**src/rtl/sfcf_pkg.sv**
```systemverilog
package sfcf_pkg;

   localparam logic [31:0] HDR_SKIP   = 32'h0564_0564;
   localparam logic [31:0] HDR_STABLE = 32'h0565_0565;
   localparam logic [7:0]  CMD_RECORD = 8'h99;
   localparam logic [7:0]  PORT_CODE_FIRST = 8'hE1;
   localparam logic [7:0]  PORT_CODE_LAST  = 8'hE8;
   localparam logic [18:0] POS_MAX = 19'h7FFFF;
   localparam logic [16:0] COUNT_MAX = 17'h1FFFF;
   localparam logic [15:0] REFRESH_RESET = 16'd1800;

   localparam int CSR_IDX_W = 8;
   localparam logic [CSR_IDX_W-1:0] CSR_PORT_LENGTHS       = 8'd0;
   localparam logic [CSR_IDX_W-1:0] CSR_PORT_ADDRESSES     = 8'd1;
   localparam logic [CSR_IDX_W-1:0] CSR_PORT_INDEX_OFFSETS = 8'd2;
   localparam logic [CSR_IDX_W-1:0] CSR_REFRESH_PERIOD     = 8'd3;

   typedef enum logic [2:0] {
      VERDICT_CHANGED   = 3'd0,
      VERDICT_REFRESH   = 3'd1,
      VERDICT_RECORD    = 3'd2,
      VERDICT_UNCHANGED = 3'd3,
      VERDICT_LENGTH    = 3'd4,
      VERDICT_ADDRESS   = 3'd5,
      VERDICT_INDEX     = 3'd6
   } verdict_type;

   typedef enum logic [1:0] {
      KIND_HUNT,
      KIND_SKIP,
      KIND_STABLE
   } frame_kind_type;

   typedef enum logic [2:0] {
      J_CLEAR,
      J_IDLE,
      J_EVAL,
      J_SWEEP,
      J_FINISH,
      J_DONE
   } judge_state_type;

   typedef struct packed {
      logic [63:0] port_lengths;
      logic [63:0] port_addresses;
      logic [63:0] port_index_offsets;
      logic [15:0] refresh_period;
   } cfg_type;

   typedef struct packed {
      logic [15:0] words;
      logic [31:0] header;
      logic [7:0]  index_byte;
   } frame_info_type;

   function automatic logic [2:0] decode_port(logic [7:0] code, int ports);
      logic [7:0] rel;
      rel = code - PORT_CODE_FIRST;
      if (code >= PORT_CODE_FIRST && code <= PORT_CODE_LAST && int'(rel) < ports)
         return rel[2:0];
      return 3'd0;
   endfunction

   function automatic logic [7:0] cfg_byte(logic [63:0] reg_value, logic [2:0] port);
      return reg_value[{port, 3'b000} +: 8];
   endfunction

endpackage

```
**src/rtl/sfcf_ifs.sv**
```systemverilog
interface sfcf_req_if;
   logic       valid;
   logic       ready;
   logic [7:0] data_byte;
   modport source(output valid, output data_byte, input ready);
   modport sink(input valid, input data_byte, output ready);
endinterface


```
**src/rtl/sfcf_framer.sv**
```systemverilog
module sfcf_framer
   import sfcf_pkg::*;
#(
   parameter int PAYLOAD_BYTES = 48,
   parameter int CAP_W = 6
) (
   input  logic               clock,
   input  logic               reset,
   sfcf_req_if.sink           req,
   input  logic               judge_idle,
   input  cfg_type            cfg,
   input  logic [2:0]         hdr_port,
   output logic               cap_we,
   output logic [CAP_W-1:0]   cap_addr,
   output logic [7:0]         cap_wdata,
   output logic               frame_start,
   output frame_info_type     frame
);

   frame_kind_type kind_ff, kind_in;
   logic [18:0] pos_ff, pos_in;
   logic [31:0] window_ff, window_in;
   logic [15:0] words_ff, words_in;
   logic [31:0] hdr_ff, hdr_in;
   logic [7:0]  idx_ff, idx_in;

   logic        accept;
   logic [7:0]  b;
   logic [31:0] window_cat;
   logic        hit_skip, hit_stable;
   logic [18:0] rel;
   logic [7:0]  off;
   logic [17:0] span;
   logic [19:0] pos_next;

   assign req.ready = judge_idle;
   assign accept = req.valid && req.ready;
   assign b = req.data_byte;
   assign window_cat = {window_ff[23:0], b};
   assign hit_skip = (window_cat == HDR_SKIP);
   assign hit_stable = (window_cat == HDR_STABLE);
   assign rel = pos_ff - 19'd24;
   assign off = cfg_byte(cfg.port_index_offsets, hdr_port);
   assign cap_wdata = b;
   assign frame = '{words: words_in, header: hdr_in, index_byte: idx_in};

   always_comb begin
      kind_in = kind_ff;
      pos_in = pos_ff;
      window_in = window_ff;
      words_in = words_ff;
      hdr_in = hdr_ff;
      idx_in = idx_ff;
      cap_we = 1'b0;
      cap_addr = rel[CAP_W-1:0];
      frame_start = 1'b0;
      span = '0;
      pos_next = '0;
      if (accept) begin
         if (kind_ff == KIND_HUNT) begin
            window_in = window_cat;
            if (hit_skip || hit_stable) begin
               kind_in = hit_skip ? KIND_SKIP : KIND_STABLE;
               pos_in = 19'd4;
               words_in = '0;
               hdr_in = '0;
               idx_in = '0;
               window_in = '0;
            end
         end else begin
            window_in = window_cat;
            if (pos_ff >= 19'd4 && pos_ff <= 19'd7) begin
               words_in = {words_ff[7:0], b};
            end else if (pos_ff == 19'd8) begin
               hdr_in[7:0] = b;
            end else if (pos_ff == 19'd9) begin
               hdr_in[15:8] = b;
            end
            if (pos_ff == 19'd24) begin
               hdr_in[31:24] = b;
            end else if (pos_ff == 19'd25) begin
               hdr_in[23:16] = b;
            end
            if (pos_ff >= 19'd24 && 32'(rel) < PAYLOAD_BYTES) begin
               cap_we = 1'b1;
            end
            if (off != 8'd0 && pos_ff == 19'd24 + 19'(off)) begin
               idx_in = b;
            end
            if (pos_ff != POS_MAX) begin
               pos_in = pos_ff + 19'd1;
            end
            span = {words_in, 2'b00} + 18'd4;
            pos_next = 20'(pos_ff) + 20'd1;
            if (pos_ff >= 19'd7 && pos_next >= 20'(span)) begin
               frame_start = (kind_ff == KIND_STABLE);
               kind_in = KIND_HUNT;
               pos_in = '0;
               if (words_in == 16'd0) begin
                  if (hit_skip || hit_stable) begin
                     kind_in = hit_skip ? KIND_SKIP : KIND_STABLE;
                     pos_in = 19'd4;
                     words_in = '0;
                     hdr_in = '0;
                     idx_in = '0;
                     window_in = '0;
                  end
               end else begin
                  window_in = '0;
               end
            end
         end
      end
   end

   always_ff @(posedge clock) begin
      if (reset) begin
         kind_ff <= KIND_HUNT;
         pos_ff <= '0;
         window_ff <= '0;
         words_ff <= '0;
         hdr_ff <= '0;
         idx_ff <= '0;
      end else begin
         kind_ff <= kind_in;
         pos_ff <= pos_in;
         window_ff <= window_in;
         words_ff <= words_in;
         hdr_ff <= hdr_in;
         idx_ff <= idx_in;
      end
   end

endmodule

```
**src/flat_wrapper.sv**
```systemverilog
// flat-port wrapper written by rule: the top's interface ports become plain ports
module sfcf_framer_flat import sfcf_pkg::*;
#(
   parameter int PAYLOAD_BYTES = 48,
   parameter int CAP_W = 6
)
  (clock, reset, judge_idle, cfg, hdr_port, cap_we, cap_addr, cap_wdata, frame_start, frame, req_valid, req_data_byte, req_ready);
  sfcf_req_if req_i ();
  input  logic clock;
  input  logic reset;
  input  logic judge_idle;
  input  cfg_type cfg;
  input  logic [2:0] hdr_port;
  output logic cap_we;
  output logic [CAP_W-1:0] cap_addr;
  output logic [7:0] cap_wdata;
  output logic frame_start;
  output frame_info_type frame;
  input wire logic [$bits(req_i.valid)-1:0] req_valid;
  input wire logic [$bits(req_i.data_byte)-1:0] req_data_byte;
  output wire logic [$bits(req_i.ready)-1:0] req_ready;
  assign req_i.valid = req_valid;
  assign req_i.data_byte = req_data_byte;
  assign req_ready = req_i.ready;
  sfcf_framer #(.PAYLOAD_BYTES(PAYLOAD_BYTES), .CAP_W(CAP_W)) u_core (.clock(clock), .reset(reset), .req(req_i), .judge_idle(judge_idle), .cfg(cfg), .hdr_port(hdr_port), .cap_we(cap_we), .cap_addr(cap_addr), .cap_wdata(cap_wdata), .frame_start(frame_start), .frame(frame));
endmodule
```
**config.mk**
```make
export PLATFORM = sky130hd
export DESIGN_NAME = sfcf_framer_flat
export DESIGN_NICKNAME = d
export VERILOG_FILES = /design/src/rtl/sfcf_pkg.sv /design/src/rtl/sfcf_ifs.sv /design/src/rtl/sfcf_framer.sv /design/src/flat_wrapper.sv
export SDC_FILE = /design/constraint.sdc
export NUM_CORES = 1
export LEC_CHECK = 0
export BUFFER_PORTS_ARGS = -buffer_cell sky130_fd_sc_hd__buf_2
export CAP_MARGIN = 30
export CORE_MARGIN = 3
export CORE_UTILIZATION = 53
export DETAILED_ROUTE_END_ITERATION = 8
export HOLD_SLACK_MARGIN = 0.12
export PLACE_DENSITY_LB_ADDON = 0.1
export SLEW_MARGIN = 30
export SYNTH_ARGS = -nofsm -noshare
export SYNTH_HDL_FRONTEND = slang
export SYNTH_SLANG_ARGS = --single-unit
```
**constraint.sdc**
```tcl
create_clock -name clock -period 15.75 [get_ports clock]
set_clock_uncertainty 0.05 [all_clocks]
set_input_delay 3.15 -clock clock [delete_from_list [all_inputs] [get_ports clock]]
set_output_delay 3.15 -clock clock [all_outputs]
set_load 0.1 [all_outputs]
```
# After elaboration in Yosys (flattened, before gate mapping)
# Cells that the tools add are included.
word_totals:
  regBits: 101
  elab_cells: 92
classes:
  mux: 51
  shift: 1
  n_eq_ne: 10
  n_addsub: 5
  n_reduce_logical: 13
  n_lt_le_gt_ge: 6
ops:
  columns: ["cell", "n"]
  rows:
  - ["32-bit 2-to-1 mux", 6]
  - ["16-bit 2-to-1 mux", 10]
  - ["8-bit 2-to-1 mux", 13]
  - ["24-bit 2-to-1 mux", 4]
  - ["19-bit 2-to-1 mux", 5]
  - ["32-bit by 27-bit equality test with 1-bit output, second input constant", 2]
  - ["64-bit by 7-bit variable part select with 8-bit output", 1]
  - ["19-bit by 4-bit equality test with 1-bit output, second input constant", 2]
  - ["19-bit by 5-bit equality test with 1-bit output, second input constant", 2]
  - ["19-bit by 3-bit greater-or-equal comparator with 1-bit output, second input constant", 2]
  - ["19-bit by 1-bit adder with 20-bit output, second input constant", 1]
  - ["20-bit by 18-bit greater-or-equal comparator with 1-bit output", 1]
  - ["19-bit by 1-bit adder with 19-bit output, second input constant", 1]
  - ["19-bit equality test", 1]
  - ["19-bit by 5-bit greater-or-equal comparator with 1-bit output, second input constant", 1]
  - ["19-bit by 3-bit <= comparator with 1-bit output, second input constant", 1]
  - ["19-bit by 6-bit < comparator with 1-bit output, second input constant", 1]
  - ["19-bit != test, second input constant", 1]
  - ["19-bit by 5-bit subtractor with 19-bit output, second input constant", 1]
  - ["18-bit by 3-bit adder with 18-bit output, second input constant", 1]
  - ["16-bit zero test", 1]
  - ["2-bit 2-to-1 mux", 6]
  - ["5-bit by 8-bit adder with 9-bit output, first input constant", 1]
  - ["8-bit nonzero test", 1]
  - ["10 further kinds", 20]

# Depth between registers and ports, before layout
logic_depth:
  word_depth: 11
  depth_mapped: 26

# Least setup slack after synthesis
# OpenSTA, ideal clock, no wires.
synth_timing:
  path_type: "input-to-output"
  start: "input port req_data_byte[0]"
  end: "output port frame_start"
  required_ns: 12.550
  arrival_time_ns: 9.287
  path_slack_ns: 3.263
  cell_stages: 16
  cell_sequence: "clkbuf_1 mux2i_1 inv_1 ha_1 nand4_1 mux2i_1 nor3b_1 nand2b_1 nor2_1 xor2_1 ha_1 nand4_1 a2111oi_0 nor3_1 nor2_1 nor4bb_1"
synth_via:
  elab_chain_len: 9
synth_lines:
  columns: ["item", "line", "rtl"]
  rows:
  - ["from (decl)", "flat_wrapper.sv:20", "input wire logic [$bits(req_i.data_byte)-1:0] req_data_byte;"]
  - ["16-bit 2-to-1 mux", "sfcf_framer.sv:72", "if (pos_ff >= 19'd4 && pos_ff <= 19'd7) begin"]
  - ["16-bit 2-to-1 mux", "sfcf_framer.sv:60", "if (kind_ff == KIND_HUNT) begin"]
  - ["16-bit 2-to-1 mux", "sfcf_framer.sv:59", "if (accept) begin"]
  - ["18-bit by 3-bit adder with 18-bit output", "sfcf_framer.sv:93", "span = {words_in, 2'b00} + 18'd4;"]
  - ["20-bit by 18-bit greater-or-equal comparator with 1-bit output", "sfcf_framer.sv:95", "if (pos_ff >= 19'd7 && pos_next >= 20'(span)) begin"]
  - ["1-bit logical AND", "sfcf_framer.sv:95", null]
  - ["1-bit 2-to-1 mux", "sfcf_framer.sv:95", null]
  - ["1-bit 2-to-1 mux", "sfcf_framer.sv:60", null]
  - ["1-bit 2-to-1 mux", "sfcf_framer.sv:59", null]
  - ["to (decl)", "flat_wrapper.sv:17", "output logic frame_start;"]
# No other way between the ends. The select of a mux whose other input is x is not followed.

==> results_dict.tcl <==
set metrics [dict create \
    fillers 1094 \
    timing.hold.ws_ns 0.413 \
    wl_per_cell_um 19.3 \
    clock_path_buffers 2 \
    die_h_um 120 \
    grt_max_degree 55 \
    grt_use_total_pct 28.6 \
    finalCritPeriodShare_pct 72.5 \
    syn_inst 833 \
    cp_slowest_cell "o21ai_1" \
    clock-root-buffer "clkbuf_16" \
    outcome "completed" \
    fin_crit_ns 11.42 \
    synth.distinct_cells 59 \
    htreeDepth 3 \
    drive_gt1_share_pct 21.4 \
    slew_violations 0 \
    pre_cts_slack_ns 4.19 \
    critical_path_arrival_ns 8.22 \
    hold_buffers 0 \
    rr_worst_depth 22 \
    p_per_area_nw_per_um2 69.8 \
    netlist_area_um2 6880 \
    fp.coreArea_um2 12400 \
    async_flop_share_pct 0 \
    first_pass_iters 5 \
    syn_area_per_cell_um2 8.26 \
    antenna_left 0 \
    drv_cap 0 \
    critPathMaxStageDelay_ns 0.56 \
    synth.net_count 1080 \
    slew_headroom_pct 38.7 \
    path_clk_slew_ns 0.07 \
    crit_chain "buf_2 > mux2i_1 > inv_1 > ha_1 > nand4_1 > mux2i_1 > nor3b_1 > nand2b_1 > nor2_1 > xor2_1 > ha_1 > nor2b_1 > o21ai_0 > a31oi_1 > o311ai_4 > nand2_2 > o21ai_1 > nand2_1 > o21ai_0 > buf_2" \
    drtIter0Drc 644 \
    synth_edf_count 0 \
    hold_class "reg2reg" \
    worstHoldEndpoint "u_core.idx_ff[7]" \
    area_delta_synth_final_pct 13.8 \
    grt_use_met2_pct 48.2 \
    setup_viol 0 \
    dp_cells 1080 \
    reg2reg_to "u_core.pos_ff[1]" \
    clock.fmax_mhz 87.6 \
    rows 40 \
    placed_area_um2 7520 \
    worstSkewPairLatency_ns 0.36 \
    utilization_pct 63.3 \
    fin_ws_ns 4.33 \
    hpwl_um 15500 \
    fin_area_um2 7830 \
    tightestPinTransition_ns 0.912 \
    setup_tns_ns 0 \
    start_util_pct 55.6 \
    path_class "in2out" \
    drt-total-wl_um 21200 \
    cts_tree "yes" \
    cts_resized 0 \
    die_w_um 120 \
    fin_cells 1096 \
    synth_flop_cell "dfxtp_1" \
    crit_path_start_kind "primary input" \
    use_met1_pct 36.3 \
    rr_startpoint "u_core.pos_ff[7]" \
    top_usage_layer "met2" \
    grt_antenna_before_repair 0 \
    grt_pass1_wl_um 33500 \
    cp_data_required_time_ns 12.55 \
    pin_count 296 \
    worstSetupEndpointType "primary output" \
    yosysWarnings 0 \
    hold_path_startpoint "u_core.idx_ff[7]" \
    via_count 6813 \
    min_path_cells 2 \
    grt_pass1_vias 6437 \
    place_congestion 0.954 \
    synth_seq_cells 101 \
    cts_setup_buffers 0 \
    grt.overflow.total 0 \
    power_uw 546 \
    drcViolationCount 0 \
    drt-vias-per-instance 6.22 \
    reg2reg_setup_slack_ns 8.39 \
    die-area_um2 14400 \
    portBuffers 151 \
    hold_viol 0 \
    path_max_fanout 12 \
    numCtsBuffers 9 \
    nets 1170 \
    met3_usage_pct 4.81 \
    diodes 0 \
    cts_num_sinks 101 \
    rsz0062_at_grt "false" \
    peakVddDrop_mv 0.0529 \
    yosysSeqAreaShare_pct 29.4 \
    leakage_nw 3.24 \
]
-- synth_stat cells (all sizes together), types with 7 or more instances --
cell type  instances  share of area (%)
mux2i             40                5.8
nand3             31                2.3
nor3              22                1.6
xnor2             26                3.3
mux4               7                2.3
clkbuf            46                2.5
ha                24                4.4
nor4              12                1.1
a22oi             30                3.3
nand2             50                2.8
inv               21                1.1
buf               30                2.7
nor2              65                3.5
xor2              14                1.8
o21ai             33                2.4
nand4             22                2.0
and2              56                5.1
and3               8               0.73
a22o              48                6.1
or3                7               0.64
a21oi             38                2.8
a211oi            12                1.3
a31oi             12                1.1
o31ai              8               0.87
dfxtp            101                 29
-- where the power goes --
group	internal, mW	total (mW)	switching, mW	leakage, nW
logic	0.0241	0.0673	0.0432	2.28
registers	0.256	0.258	0.00113	0.814
clock network	0.112	0.222	0.110	0.146
total	0.392	0.546	0.154	3.24
-- worst max-delay path: cells and delay by family --
kind / cells / cell delay, ns
buf+inv: 3 / 0.88
xor+xnor: 1 / 0.18
mux: 2 / 0.69
simple gates: 7 / 1.28
compound gates: 5 / 1.48
fa+ha+maj: 2 / 0.52
-- worst max path at each step --
stage                          start          end  slack, ns  depth (start not counted)
detailed placement  req_data_byte[0]    frame[44]       4.19                         19
global placement    req_data_byte[0]    frame[42]       4.35                         19
CTS                 req_data_byte[0]    frame[44]       4.17                         19
global route        req_data_byte[0]    frame[44]       3.96                         19
floorplan           req_data_byte[0]  frame_start       3.26                         16
finish              req_data_byte[0]     frame[4]       4.33                         20
-- cell type report --
| type | count | area, um^2 | share of cell area [%] |
|---|---|---|---|
| inverters | 21 | 78.8 | 1.01 |
| repair buffers | 155 | 788 | 10.1 |
| clock buffers | 9 | 225 | 2.88 |
| multi-input cells | 635 | 4440 | 56.7 |
| flip-flops and latches | 101 | 2020 | 25.8 |
| well taps | 168 | 210 | 2.69 |
| clock inverters | 7 | 65.1 | 0.831 |
-- metal layers --
metal  vias to the layer above  part of all wire, %
met1                      3261                   42
met3                        44                  6.9
met2                       276                   49
met4                         0                  2.8
met5                         -                    0
li1                       3232                    -
-- state kept, by name (all words and copies together), names as in the netlist --
name,cells
u_core.hdr_ff,32
u_core.window_ff,24
u_core.pos_ff,19
u_core.words_ff,16
u_core.idx_ff,8
u_core.kind_ff,2
-- cell usage in the layout (no fill, tap or decap), types with 3 or more instances in the layout --
cell type | Yosys | routed
o31ai_1 | 8 | 8
nor3_1 | 22 | 22
nor4b_1 | 5 | 5
a22oi_1 | 30 | 30
inv_8 | 0 | 3
and2_1 | 55 | 55
mux2_2 | 3 | 3
o21ai_0 | 29 | 29
ha_1 | 24 | 24
or4_1 | 4 | 4
a211o_1 | 3 | 3
nand2_1 | 49 | 48
nand2b_1 | 4 | 4
nor4_1 | 12 | 12
or4b_2 | 6 | 6
nor4bb_1 | 6 | 6
dfxtp_1 | 101 | 101
nor2b_1 | 4 | 4
a22o_1 | 48 | 48
a31oi_1 | 12 | 12
buf_2 | 14 | 150
nand3_1 | 31 | 31
mux2i_1 | 40 | 40
buf_4 | 12 | 5
mux4_2 | 7 | 7
or2_2 | 3 | 3
o31a_1 | 3 | 3
and3_1 | 8 | 8
clkbuf_16 | 0 | 9
o21ai_1 | 4 | 3
a21o_1 | 5 | 5
a21oi_1 | 38 | 38
inv_1 | 21 | 20
nand4_1 | 22 | 22
nor2_1 | 65 | 65
xnor2_1 | 26 | 26
or3_1 | 7 | 7
nor3b_1 | 4 | 4
xor2_1 | 14 | 14
a211oi_1 | 12 | 12
-- kinds of logic after synthesis --
| family | after synthesis | synth area share [%] |
|---|---|---|
| adder cells (fa/ha/maj) | 24 | 4.37 |
| multiplexers | 51 | 8.82 |
| AO/OA/AOI/OAI | 208 | 21.7 |
| XOR/XNOR | 40 | 5.09 |
| buffers and inverters | 97 | 6.31 |
| flip-flops | 101 | 29.4 |
| AND/OR/NAND/NOR | 312 | 24.3 |
(Power assumes the default switching activity.)
